**src/design/ccas_pkg.sv**
```systemverilog
// ---------------------------------------------------------------------------
// ccas_pkg
// Shared constants and the key qualification function for the clock, calendar and alarm setter.
// ---------------------------------------------------------------------------
package ccas_pkg;

    // Scan ticks per second; also the tick divider reload value
    localparam logic [7:0] SCANS_PER_SECOND = 8'd20;

    // Configuration register indexes
    localparam logic CFG_REPEAT_START = 1'b0;
    localparam logic CFG_LONG_PRESS   = 1'b1;

    // Configuration reset values
    localparam logic [7:0] REPEAT_START_RST = 8'd20;
    localparam logic [7:0] LONG_PRESS_RST   = 8'd60;

    // Reset time of day and alarm
    localparam logic [4:0] HOUR_RST       = 5'd9;
    localparam logic [4:0] ALARM_HOUR_RST = 5'd9;

    // Divider value below which the edited field blanks
    localparam logic [7:0] BLINK_LIMIT = 8'd10;

    // Alarm rings while the clock second is at most this
    localparam logic [5:0] RING_LAST_SECOND = 6'd10;

    // Key qualification: first scan, or odd hold counts at/after the threshold
    function automatic logic key_acts(input logic [7:0] hold, input logic [7:0] thr);
        key_acts = (hold == 8'd1) || ((hold >= thr) && hold[0]);
    endfunction

endpackage

```
**src/design/clock_calendar_alarm_setter_unit.sv**
```systemverilog
// ---------------------------------------------------------------------------
// clock_calendar_alarm_setter_unit
// Key-driven real time clock and calendar with a settable alarm.
// ---------------------------------------------------------------------------
//
//  Channel | Direction | Handshake           | Payload
//  --------+-----------+---------------------+-----------------------------------
//  s_      | in        | s_valid / s_ready   | mode and adjust key hold counts
//  m_      | out       | m_valid / m_ready   | shown time, date, alarm and mode
//  cfg_    | in        | cfg_valid/cfg_ready | register index, 8-bit write data
//
//  One beat in gives one beat out. A beat waits in the input register;
//  when it advances, the clock state is updated and the result register
//  loaded in the same cycle. Throughput is one beat per cycle unless the
//  result stalls, set by the single edit/carry pass between the registers.
//  Synchronous active-low reset puts the clock at 09:00:00 on Sunday 1 Jan 00,
//  alarm at 09:00:00 and off. A stalled result register holds the input
//  register, which in turn holds s_ready low. cfg_ready is always high.
//
module clock_calendar_alarm_setter_unit (
    input  logic       aclk,
    input  logic       aresetn,
    // scan tick beats
    input  logic       s_valid,
    output logic       s_ready,
    input  logic [7:0] s_mode_hold,
    input  logic [7:0] s_adjust_hold,
    // result beats
    output logic       m_valid,
    input  logic       m_ready,
    output logic [4:0] m_shown_hour,
    output logic [5:0] m_shown_minute,
    output logic [5:0] m_shown_second,
    output logic [4:0] m_day_of_month,
    output logic [3:0] m_month_number,
    output logic [6:0] m_year_in_century,
    output logic [2:0] m_weekday,
    output logic       m_alarm_enabled,
    output logic       m_alarm_ringing,
    output logic [3:0] m_edit_mode,
    output logic       m_blink_phase,
    output logic       m_alarm_page,
    // configuration writes
    input  logic       cfg_valid,
    output logic       cfg_ready,
    input  logic       cfg_index,
    input  logic [7:0] cfg_data
);

    typedef enum logic [3:0] {
        MODE_IDLE,
        MODE_WEEKDAY,
        MODE_HOUR,
        MODE_MINUTE,
        MODE_SECOND,
        MODE_ALARM_ON,
        MODE_ALARM_HOUR,
        MODE_ALARM_MINUTE,
        MODE_ALARM_SECOND,
        MODE_DAY,
        MODE_MONTH,
        MODE_YEAR
    } mode_t;

    // Configuration
    logic [7:0] repeat_start_reg, long_press_reg;

    // Input register
    logic       in_valid_reg;
    logic [7:0] in_mode_reg, in_adjust_reg;

    // Clock state
    mode_t      mode_reg, mode_next;
    logic [7:0] div_reg, div_next;
    logic [5:0] sec_reg, sec_next;
    logic [5:0] min_reg, min_next;
    logic [4:0] hour_reg, hour_next;
    logic [4:0] day_reg, day_next;
    logic [3:0] month_reg, month_next;
    logic [6:0] year_reg, year_next;
    logic [2:0] wday_reg, wday_next;
    logic [4:0] ahour_reg, ahour_next;
    logic [5:0] amin_reg, amin_next;
    logic [5:0] asec_reg, asec_next;
    logic       aon_reg, aon_next;
    logic       page_reg, page_next;

    // Result register
    logic       m_valid_reg;
    logic [4:0] m_hour_reg;
    logic [5:0] m_min_reg, m_sec_reg;
    logic [4:0] m_day_reg;
    logic [3:0] m_month_reg;
    logic [6:0] m_year_reg;
    logic [2:0] m_wday_reg;
    logic       m_aon_reg, m_ring_reg, m_blink_reg, m_page_reg;
    logic [3:0] m_mode_reg;

    // Edited values (before the one-second carry)
    logic [5:0] e_sec, e_min;
    logic [4:0] e_hour, e_day;
    logic [3:0] e_month;
    logic [6:0] e_year;
    logic       mode_up, mode_long, adj, leap, feb_over, short_over;
    logic       advance, sec_tick;
    logic [7:0] div_dec;
    logic       ring_next, blink_next;

    assign advance   = in_valid_reg && (!m_valid_reg || m_ready);
    assign s_ready   = !in_valid_reg || advance;
    assign cfg_ready = 1'b1;

    assign mode_up   = ccas_pkg::key_acts(in_mode_reg, repeat_start_reg);
    assign mode_long = ccas_pkg::key_acts(in_mode_reg, long_press_reg);
    assign adj       = ccas_pkg::key_acts(in_adjust_reg, repeat_start_reg);

    assign leap       = (year_reg[1:0] == 2'd0);
    assign feb_over   = (month_reg == 4'd2) && (day_reg >= (leap ? 5'd30 : 5'd29));
    assign short_over = (day_reg >= 5'd31) && ((month_reg == 4'd4) || (month_reg == 4'd6)
                        || (month_reg == 4'd9) || (month_reg == 4'd11));

    // Edit step: short-month rollover when idle, and key actions on the mode in force at the start of the tick
    always_comb begin
        mode_next  = mode_reg;
        e_sec      = sec_reg;
        e_min      = min_reg;
        e_hour     = hour_reg;
        e_day      = day_reg;
        e_month    = month_reg;
        e_year     = year_reg;
        wday_next  = wday_reg;
        ahour_next = ahour_reg;
        amin_next  = amin_reg;
        asec_next  = asec_reg;
        aon_next   = aon_reg;
        page_next  = page_reg;
        case (mode_reg)
            MODE_IDLE: begin
                // short months roll over here, before any key
                if (feb_over) begin
                    e_day   = 5'd1;
                    e_month = 4'd3;
                end else if (short_over) begin
                    e_day   = 5'd1;
                    e_month = month_reg + 4'd1;
                end
                if (mode_up) mode_next = MODE_WEEKDAY;
            end
            MODE_WEEKDAY: begin
                if (mode_up) mode_next = MODE_HOUR;
                if (adj) wday_next = (wday_reg >= 3'd6) ? 3'd0 : wday_reg + 3'd1;
            end
            MODE_HOUR: begin
                if (mode_up) mode_next = MODE_MINUTE;
                if (adj) e_hour = (hour_reg >= 5'd23) ? 5'd0 : hour_reg + 5'd1;
            end
            MODE_MINUTE: begin
                if (mode_up) mode_next = MODE_SECOND;
                if (adj) e_min = (min_reg >= 6'd59) ? 6'd0 : min_reg + 6'd1;
            end
            MODE_SECOND: begin
                if (mode_up) mode_next = MODE_ALARM_ON;
                if (adj) e_sec = (sec_reg >= 6'd59) ? 6'd0 : sec_reg + 6'd1;
            end
            MODE_ALARM_ON: begin
                if (adj) aon_next = !aon_reg;
                if (mode_long) mode_next = MODE_ALARM_HOUR;
                else if (mode_up) mode_next = MODE_DAY;
            end
            MODE_ALARM_HOUR: begin
                page_next = 1'b1;
                if (adj) ahour_next = (ahour_reg >= 5'd23) ? 5'd0 : ahour_reg + 5'd1;
                if (mode_long) mode_next = MODE_DAY;
                else if (mode_up) mode_next = MODE_ALARM_MINUTE;
            end
            MODE_ALARM_MINUTE: begin
                if (mode_long) mode_next = MODE_DAY;
                else if (mode_up) mode_next = MODE_ALARM_SECOND;
                if (adj) amin_next = (amin_reg >= 6'd59) ? 6'd0 : amin_reg + 6'd1;
            end
            MODE_ALARM_SECOND: begin
                if (mode_up) mode_next = MODE_DAY;
                if (adj) asec_next = (asec_reg >= 6'd59) ? 6'd0 : asec_reg + 6'd1;
            end
            MODE_DAY: begin
                page_next = 1'b0;
                if (mode_up) mode_next = MODE_MONTH;
                if (adj) e_day = (day_reg >= 5'd31) ? 5'd1 : day_reg + 5'd1;
            end
            MODE_MONTH: begin
                if (mode_up) mode_next = MODE_YEAR;
                if (adj) e_month = (month_reg >= 4'd12) ? 4'd1 : month_reg + 4'd1;
            end
            MODE_YEAR: begin
                if (mode_up) mode_next = MODE_IDLE;
                if (adj) e_year = (year_reg >= 7'd99) ? 7'd0 : year_reg + 7'd1;
            end
            default: begin
                mode_next = MODE_IDLE;
            end
        endcase
    end

    // Divider and one-second carry chain; the carry is paused while the alarm page shows
    assign div_dec  = div_reg - 8'd1;
    assign sec_tick = (div_dec == 8'd0) && !page_next;
    assign div_next = (div_dec == 8'd0) ? ccas_pkg::SCANS_PER_SECOND : div_dec;

    always_comb begin
        sec_next   = e_sec;
        min_next   = e_min;
        hour_next  = e_hour;
        day_next   = e_day;
        month_next = e_month;
        year_next  = e_year;
        if (sec_tick) begin
            if (e_sec < 6'd59) begin
                sec_next = e_sec + 6'd1;
            end else begin
                sec_next = 6'd0;
                if (e_min < 6'd59) begin
                    min_next = e_min + 6'd1;
                end else begin
                    min_next = 6'd0;
                    if (e_hour < 5'd23) begin
                        hour_next = e_hour + 5'd1;
                    end else begin
                        hour_next = 5'd0;
                        if (e_day < 5'd31) begin
                            day_next = e_day + 5'd1;
                        end else begin
                            day_next = 5'd1;
                            if (e_month >= 4'd12) begin
                                month_next = 4'd1;
                                year_next  = (e_year >= 7'd99) ? 7'd0 : e_year + 7'd1;
                            end else begin
                                month_next = e_month + 4'd1;
                            end
                        end
                    end
                end
            end
        end
    end

    assign ring_next  = aon_next && (hour_next == ahour_next) && (min_next == amin_next)
                        && (sec_next <= ccas_pkg::RING_LAST_SECOND);
    assign blink_next = (mode_next != MODE_IDLE) && (div_next < ccas_pkg::BLINK_LIMIT);

    // State, handshake flags and registered outputs; payload has no reset
    always_ff @(posedge aclk) begin
        if (!aresetn) begin
            repeat_start_reg <= ccas_pkg::REPEAT_START_RST;
            long_press_reg   <= ccas_pkg::LONG_PRESS_RST;
            in_valid_reg     <= 1'b0;
            m_valid_reg      <= 1'b0;
            mode_reg         <= MODE_IDLE;
            div_reg          <= ccas_pkg::SCANS_PER_SECOND;
            sec_reg          <= 6'd0;
            min_reg          <= 6'd0;
            hour_reg         <= ccas_pkg::HOUR_RST;
            day_reg          <= 5'd1;
            month_reg        <= 4'd1;
            year_reg         <= 7'd0;
            wday_reg         <= 3'd0;
            ahour_reg        <= ccas_pkg::ALARM_HOUR_RST;
            amin_reg         <= 6'd0;
            asec_reg         <= 6'd0;
            aon_reg          <= 1'b0;
            page_reg         <= 1'b0;
        end else begin
            if (cfg_valid) begin
                case (cfg_index)
                    ccas_pkg::CFG_REPEAT_START: repeat_start_reg <= cfg_data;
                    ccas_pkg::CFG_LONG_PRESS:   long_press_reg   <= cfg_data;
                    default: begin
                    end
                endcase
            end
            if (s_ready) in_valid_reg <= s_valid;
            if (m_ready || !m_valid_reg) m_valid_reg <= in_valid_reg;
            if (s_valid && s_ready) begin
                in_mode_reg   <= s_mode_hold;
                in_adjust_reg <= s_adjust_hold;
            end
            if (advance) begin
                mode_reg    <= mode_next;
                div_reg     <= div_next;
                sec_reg     <= sec_next;
                min_reg     <= min_next;
                hour_reg    <= hour_next;
                day_reg     <= day_next;
                month_reg   <= month_next;
                year_reg    <= year_next;
                wday_reg    <= wday_next;
                ahour_reg   <= ahour_next;
                amin_reg    <= amin_next;
                asec_reg    <= asec_next;
                aon_reg     <= aon_next;
                page_reg    <= page_next;
                m_hour_reg  <= page_next ? ahour_next : hour_next;
                m_min_reg   <= page_next ? amin_next : min_next;
                m_sec_reg   <= page_next ? asec_next : sec_next;
                m_day_reg   <= day_next;
                m_month_reg <= month_next;
                m_year_reg  <= year_next;
                m_wday_reg  <= wday_next;
                m_aon_reg   <= aon_next;
                m_ring_reg  <= ring_next;
                m_mode_reg  <= mode_next;
                m_blink_reg <= blink_next;
                m_page_reg  <= page_next;
            end
        end
    end

    assign m_valid           = m_valid_reg;
    assign m_shown_hour      = m_hour_reg;
    assign m_shown_minute    = m_min_reg;
    assign m_shown_second    = m_sec_reg;
    assign m_day_of_month    = m_day_reg;
    assign m_month_number    = m_month_reg;
    assign m_year_in_century = m_year_reg;
    assign m_weekday         = m_wday_reg;
    assign m_alarm_enabled   = m_aon_reg;
    assign m_alarm_ringing   = m_ring_reg;
    assign m_edit_mode       = m_mode_reg;
    assign m_blink_phase     = m_blink_reg;
    assign m_alarm_page      = m_page_reg;

    // ---------------------------------------------------------------------
    // Assertions
    // ---------------------------------------------------------------------
    // Divider never parks at zero or above its reload value
    a_div_range: assert property (@(posedge aclk) disable iff (!aresetn)
        (div_reg != 8'd0) && (div_reg <= ccas_pkg::SCANS_PER_SECOND))
        else $error("tick divider out of range");

    // Month stays a calendar month
    a_month_range: assert property (@(posedge aclk) disable iff (!aresetn)
        (month_reg >= 4'd1) && (month_reg <= 4'd12))
        else $error("month out of range");

    // A beat moved out of the input register always shows up as a result
    a_in_to_out: assert property (@(posedge aclk) disable iff (!aresetn)
        advance |=> m_valid_reg)
        else $error("processed beat lost");

    // Ringing only with the alarm enabled
    a_ring_enabled: assert property (@(posedge aclk) disable iff (!aresetn)
        (m_valid_reg && m_ring_reg) |-> m_aon_reg)
        else $error("alarm rings while disabled");

endmodule
```
**config.mk**
```make
export PLATFORM = sky130hd
export DESIGN_NAME = clock_calendar_alarm_setter_unit
export DESIGN_NICKNAME = d
export VERILOG_FILES = /design/src/design/ccas_pkg.sv /design/src/design/clock_calendar_alarm_setter_unit.sv
export SDC_FILE = /design/constraint.sdc
export NUM_CORES = 1
export LEC_CHECK = 0
export ABC_AREA = 0
export BUFFER_PORTS_ARGS = -buffer_cell sky130_fd_sc_hd__buf_2
export CAP_MARGIN = 10
export CORE_MARGIN = 1
export CORE_UTILIZATION = 55
export DETAILED_ROUTE_END_ITERATION = 6
export HOLD_SLACK_MARGIN = 0.08
export MAX_ROUTING_LAYER = met4
export PLACE_DENSITY_LB_ADDON = 0.05
export SLEW_MARGIN = 25
export SYNTH_ARGS = -nofsm -noshare
export SYNTH_HDL_FRONTEND = slang
export SYNTH_SLANG_ARGS = --single-unit
```
**constraint.sdc**
```tcl
create_clock -name aclk -period 7.2 [get_ports aclk]
set_input_delay 0.72 -clock aclk [delete_from_list [all_inputs] [get_ports aclk]]
set_output_delay 0.72 -clock aclk [all_outputs]
set_load 0.005 [all_outputs]
```
==> results.ini, run 1 <==
[critical_path]
critPathBufInv=1
crit_end=m_alarm_ringing$_DFFE_PP_
startpoint_type=flop
rr_startpoint=in_adjust_reg[0]$_DFFE_PP_
r2r_cells=15
cpLargestDelayFamily=simple AND/OR/NAND/NOR gates
r2r_end=m_alarm_ringing$_DFFE_PP_
crit_type=flop to flop
crit_required_ns=7.47
crit_start=in_adjust_reg[0]$_DFFE_PP_
rrSetupSlack_ns=1.94
crit_path_cell_trace=inv_1 -> ha_1 -> nor2b_1 -> o21ai_1 -> nand3_1 -> a21oi_1 -> mux2i_1 -> ha_1 -> nor3_1 -> or4_4 -> o21ai_1 -> o2bb2ai_1 -> or3_1 -> or4_1 -> nor4_2
worst-path-max-fanout=13
critPathArrivalTime_ns=5.53
end_kind=flop
cp_num_cells=15
slowest_stage=or4_4
cp_slowest_stage_delay_ns=0.67

[yosys]
synthMostInstantiatedCell=nand2_1
ys_seq_area_frac=0.364
synth-seq-cells=145
synth-async-reset-ratio=0
ys_top_cells_by_area=edfxtp_1 19%, dfxtp_1 18%, ha_1 6.4%
synth_area_sq_mm=0.00961
synthesis.nets=1256
synthCells=1177
synth-edff-count=60
yosys_warnings=0
avgSynthCellArea_sq_um=8.17
synth_ff_type=dfxtp_1
netlist.area_leader.share=0.187
yosysTopAreaCell=edfxtp_1
synth_common_cells=149 x nand2_1, 117 x nor2_1, 85 x dfxtp_1
ys_types=88

[pwr]
clkPwrFrac=0.433
power_density_mw_per_mm2=197
p_int_w=0.00151
ir_drop_mv=0.181
p_seq_frac=0.440
netSwitchingFraction=0.285
p_leak_nw=4.16
power_switching_w=0.000602
p_comb_frac=0.127

[grt]
grt_pass1_wl_um=41800
grt_usage=0.303
grt_max_degree=62
grt-ovfl-total=0
antenna_found_initial=0
grt_pass1_vias=8143

[sta]
setup_tns_ns=0
maxSlewViolCount=0
worstMarginPinSlew_ns=0.993
finClkSkew_ns=0.00770
slew_headroom=0.336
hold_viol_final=0
fmax_mhz=190
finalCritPeriodShare=0.730
timing.final.crit_period_ns=5.26
finalSetupViolations=0
rsz0062_at_grt=no
fin_ws_ns=1.94

[layout]
utilization=0.638
syn2layout_area_growth_pct=11.5
drive_gt1_frac=0.120
nets=1300
antenna_cells=0

[clock_network]
clk_pin_slew_worst_paths_ns=0.07
htree_levels=4
cts_root_buffer=clkbuf_16
insertion_delay_ns=0.44
cts_buffer_depth=2
clkSinkCount=145
cts_tree=done
cts_setup_buffers=0
cts-hold-fix-buffers=0
cts_buffers=17
postCtsResizedCells=0

[detailed_routing]
drt_first_pass_iters=6
drtIter0Drc=707
ant_nets=0
wl_per_cell_um=17.9
totalWireLength_um=26000
vias=9017
drc=0
vias_per_cell=6.20

[floorplanning]
core_area_sq_mm=0.0168
dieArea_sq_mm=0.0180
rows=47
start_util=0.572
dieHeight_um=134
dieWidth_um=134
pin_count=77

[place]
dp_slack_ns=1.96
hpwl_um=18100
numPortBuffers=75
gp_congestion=0.951

[job]
max_cap_viol_count=0

[hold_path]
holdCritStartpoint=s_mode_hold[4]
hp-class=input port to flop

[outcome]
status=finished clean

layout by cell type, fill, tap and decap left out, types with 9 or more instances in the layout:
master	count
a211o_1	9
nand2_1	149
a211oi_1	24
nor3_1	31
nor2b_1	11
o21ai_0	62
nand3_1	50
nand4_1	9
a21o_1	18
nor2_1	117
a21oi_1	84
mux2i_1	18
a31oi_1	19
clkbuf_16	18
edfxtp_1	60
o31ai_1	13
o211ai_1	19
nand2b_1	15
nor4_1	10
and3_1	22
o22ai_1	13
dfxtp_1	85
buf_2	75
ha_1	49
or3_1	9
inv_1	55
buf_4	10
xnor2_1	10
worst min-delay path by stage:
stage / end / cells past startpoint
after detailed placement: repeat_start_reg[6]$_SDFFE_PN0P_ / 2
final: in_mode_reg[4]$_DFFE_PP_ / 1
after floorplan: long_press_reg[1]$_SDFFE_PN0P_ / 2
after global routing: in_mode_reg[3]$_DFFE_PP_ / 1
after global placement: long_press_reg[6]$_SDFFE_PN0P_ / 2
after CTS: in_mode_reg[3]$_DFFE_PP_ / 1
through the flow:
stage | cells | hold slack, ns | total power, W | instance area, sq um
floorplan | 1177 | 0.436 | 0.00113 | 9610
global placement | 1422 | 0.445 | 0.00120 | 10100
detailed placement | 1422 | 0.451 | 0.00121 | 10100
CTS | 1454 | 0.445 | 0.00212 | 10700
global route | 1454 | 0.440 | 0.00219 | 10700
finish | 1454 | 0.454 | 0.00211 | 10700
logic make-up (layout without fill, tap and decap cells):
family / Yosys count / in the layout / share of synthesized area
muxes: 21 / 21 / 0.0223
DFF: 145 / 145 / 0.364
other: 1 / 1 / 0.000390
adders and majority gates: 50 / 50 / 0.0648
xor gates and xnor gates: 18 / 18 / 0.0164
buffers and inverters: 118 / 175 / 0.0472
and+or+nand+nor: 463 / 463 / 0.229
AOI/OAI and AO/OA: 361 / 361 / 0.256
power by group through the flow:
stage / Clock [W] / Combinational, W / Sequential (W)
floorplan: 0 / 0.000198 / 0.000930
global placement: 0 / 0.000258 / 0.000946
detailed placement: 0 / 0.000260 / 0.000947
CTS: 0.000926 / 0.000264 / 0.000929
global route: 0.000959 / 0.000298 / 0.000935
finish: 0.000915 / 0.000267 / 0.000930
layer usage:
layer | track usage | wire [um] | up-vias
met4 | 0.0968 | 584 | 0
met3 | 0.0522 | 1510 | 55
li1 | - | - | 4472
met2 | 0.481 | 11900 | 330
met5 | - | 0 | -
met1 | 0.394 | 12000 | 4160
area by class of cell:
class | count | area (sq um)
Multi-Input combinational cell | 914 | 5670
Clock buffer | 19 | 464
Clock inverter | 13 | 139
Fill cell | 1503 | 6090
Tap cell | 220 | 275
Timing Repair Buffer | 85 | 450
Sequential cell | 145 | 3500
Inverter | 58 | 219
No activity file was read; power rests on OpenSTA's default activity.
==> run 2: changes to the inputs <==
Clock period 7.2 ns to 4.8 ns, I/O delays scaled along.
==> run 2 against run 1 <==
- die area unchanged
- wire length increased by 1.9%
- fmax increased by 15%
- utilization up 1.2 points
- design area grew 1.9%
- final cell count rose by 1.9%
- critical path type unchanged
- largest cell class unchanged
==> results.ini, run 2 (synthesized netlist as in run 1, its figures left out) <==
[outcome]
status=finished clean

[detailed_routing]
ant_nets=0  ; unchanged
drt_first_pass_iters=6  ; unchanged
drc=0  ; unchanged
wl_per_cell_um=17.9  ; about the same
drtIter0Drc=827  ; +17%
vias_per_cell=6.21  ; +0.19%
totalWireLength_um=26500  ; +1.9%
vias=9202  ; +2.1%

[clock_network]
clk_pin_slew_worst_paths_ns=0.07  ; about the same
cts_buffer_depth=2  ; unchanged
cts_tree=done
cts_root_buffer=clkbuf_16
cts-hold-fix-buffers=0  ; unchanged
htree_levels=4  ; unchanged
cts_buffers=17  ; unchanged
insertion_delay_ns=0.44  ; about the same
clkSinkCount=145  ; unchanged

[sta]
maxSlewViolCount=0  ; unchanged
worstMarginPinSlew_ns=0.882  ; -0.111 ns
finalCritPeriodShare=0.955  ; +0.225
finClkSkew_ns=0.00994  ; +0.00223 ns
timing.final.crit_period_ns=4.59  ; -0.672 ns
finalSetupViolations=0  ; unchanged
fmax_mhz=218  ; +15%
hold_viol_final=0  ; unchanged
slew_headroom=0.405  ; +0.0690

[place]
postPlaceCellArea_sq_mm=0.0103  ; +1.9%
hpwl_um=18900  ; +4.3%
gp_congestion=0.959  ; +0.81%
numPortBuffers=75  ; unchanged

[floorplanning]
rows=47  ; unchanged
dieArea_sq_mm=0.0180  ; unchanged
dieHeight_um=134  ; unchanged
core_area_sq_mm=0.0168  ; unchanged
dieWidth_um=134  ; unchanged
pin_count=77  ; unchanged
start_util=0.572  ; unchanged

[critical_path]
worst-path-max-fanout=13  ; unchanged
crit_type=flop to flop
critPathArrivalTime_ns=4.84  ; -0.69 ns
crit_required_ns=5.06  ; -2.41 ns
startpoint_type=flop
end_kind=flop

[layout]
multi_input_area_sq_mm=0.00570  ; +0.46%
utilization=0.650  ; +0.0124
mostFrequentLayoutCells=148 x nand2_1, 117 x nor2_1, 85 x dfxtp_1
drive_gt1_frac=0.142  ; +0.0220
layout_commonest_cell=nand2_1
fillers=1490  ; -0.86%
stdcell_area_sq_mm=0.0109  ; +1.9%
register_area_sq_mm=0.00350  ; unchanged
nets=1327  ; +2.1%
antenna_cells=0  ; unchanged
syn2layout_area_growth_pct=13.7

[grt]
grt_pass1_vias=8344  ; +2.5%
grt_pass1_wl_um=42300  ; +1.1%
busiest_layer=met2
grt_usage=0.307  ; +0.00391
grt_max_degree=59  ; -4.8%
grtUsageMet3=0.0412  ; -0.0110
antenna_found_initial=0  ; unchanged
grt_util_met1=0.400  ; +0.00619
grt-ovfl-total=0  ; unchanged
gr-usage-met2=0.483  ; +0.00201

[pwr]
clkPwrFrac=0.424  ; -0.009
p_comb_frac=0.134  ; +0.007
ir_drop_mv=0.296  ; +63%
netSwitchingFraction=0.277  ; -0.00858
p_seq_frac=0.442  ; +0.002
p_leak_nw=4.28  ; +3.0%
p_int_w=0.00228  ; +51%
power_density_mw_per_mm2=288  ; +46%
power_switching_w=0.000870  ; +44%

[job]
max_cap_viol_count=0  ; unchanged

[hold_path]
hp-class=input port to flop

-- run 2: changes by cell type in the layout (fill, tap and decap cells not counted), moves of 2 or more --
cell / delta
buf_4: +27
a21oi_1: -2
a21oi_2: +2
clkbuf_1: +2
inv_6: -2
-- run 2: final timing paths --
check / startpoint / slack [ns] / end / cells past startpoint
worst max-delay path: in_adjust_reg[4]$_DFFE_PP_ / 0.21 / m_alarm_ringing$_DFFE_PP_ / 13
worst min register to register: repeat_start_reg[6]$_SDFFE_PN0P_ / 0.46 / repeat_start_reg[6]$_SDFFE_PN0P_ / 2
worst max register to register: in_adjust_reg[4]$_DFFE_PP_ / 0.21 / m_alarm_ringing$_DFFE_PP_ / 13
worst min-delay path: s_mode_hold[1] / 0.21 / in_mode_reg[1]$_DFFE_PP_ / 1
-- run 2: critical path, cell delays in order (launching register included) --
cell and delay [ns]:
edfxtp_1 0.41, or4_4 0.56, nor3_4 0.24, nor2_2 0.10, a21oi_2 0.22, mux2i_2 0.33, ha_1 0.29, nor3_1 0.13
or4_4 0.69, o21ai_1 0.22, o2bb2ai_1 0.13, or3_1 0.38, or4_1 0.42, nor4_2 0.28
-- run 2: power groups by stage --
stage / clock network, W / registers (W) / logic [W]
finish: 0.00133 / 0.00139 / 0.000422
global route: 0.00138 / 0.00140 / 0.000470
CTS: 0.00135 / 0.00139 / 0.000414
detailed placement: 0 / 0.00142 / 0.000410
global placement: 0 / 0.00141 / 0.000405
floorplan: 0 / 0.00140 / 0.000296
-- run 2: per-layer routing --
metal	vias to the layer above	wire, um
met3	64	1560
met5	-	0
met2	359	12300
li1	4513	-
met4	0	678
met1	4266	11900
-- run 2: timing repair --
item | 4_1_cts | 5_1_grt
gates resized for setup | 0 | 8
setup endpoints to repair | 0 | 5
setup buffers | 0 | 1
-- run 2: area by class of cell --
| cell class | instances | area share |
|---|---|---|
| Clock buffer | 19 | 0.0396 |
| Timing Repair Buffer | 112 | 0.0597 |
| Multi-Input combinational cell | 914 | 0.521 |
| Tap cell | 220 | 0.0252 |
| Sequential cell | 145 | 0.320 |
| Inverter | 58 | 0.0200 |
| Clock inverter | 13 | 0.0137 |
-- run 2: metrics by stage --
stage	hold slack, ns	total power [W]	cells	setup WS, ns	TNS, ns
2_1_floorplan	0.436	0.00169	1177	0.466	0
3_3_place_gp	0.444	0.00182	1448	0.363	0
3_5_place_dp	0.451	0.00183	1448	0.229	0
4_1_cts	0.205	0.00315	1480	0.186	0
5_1_grt	0.204	0.00325	1481	-0.00393	-0.00393
6_report	0.211	0.00315	1481	0.214	0
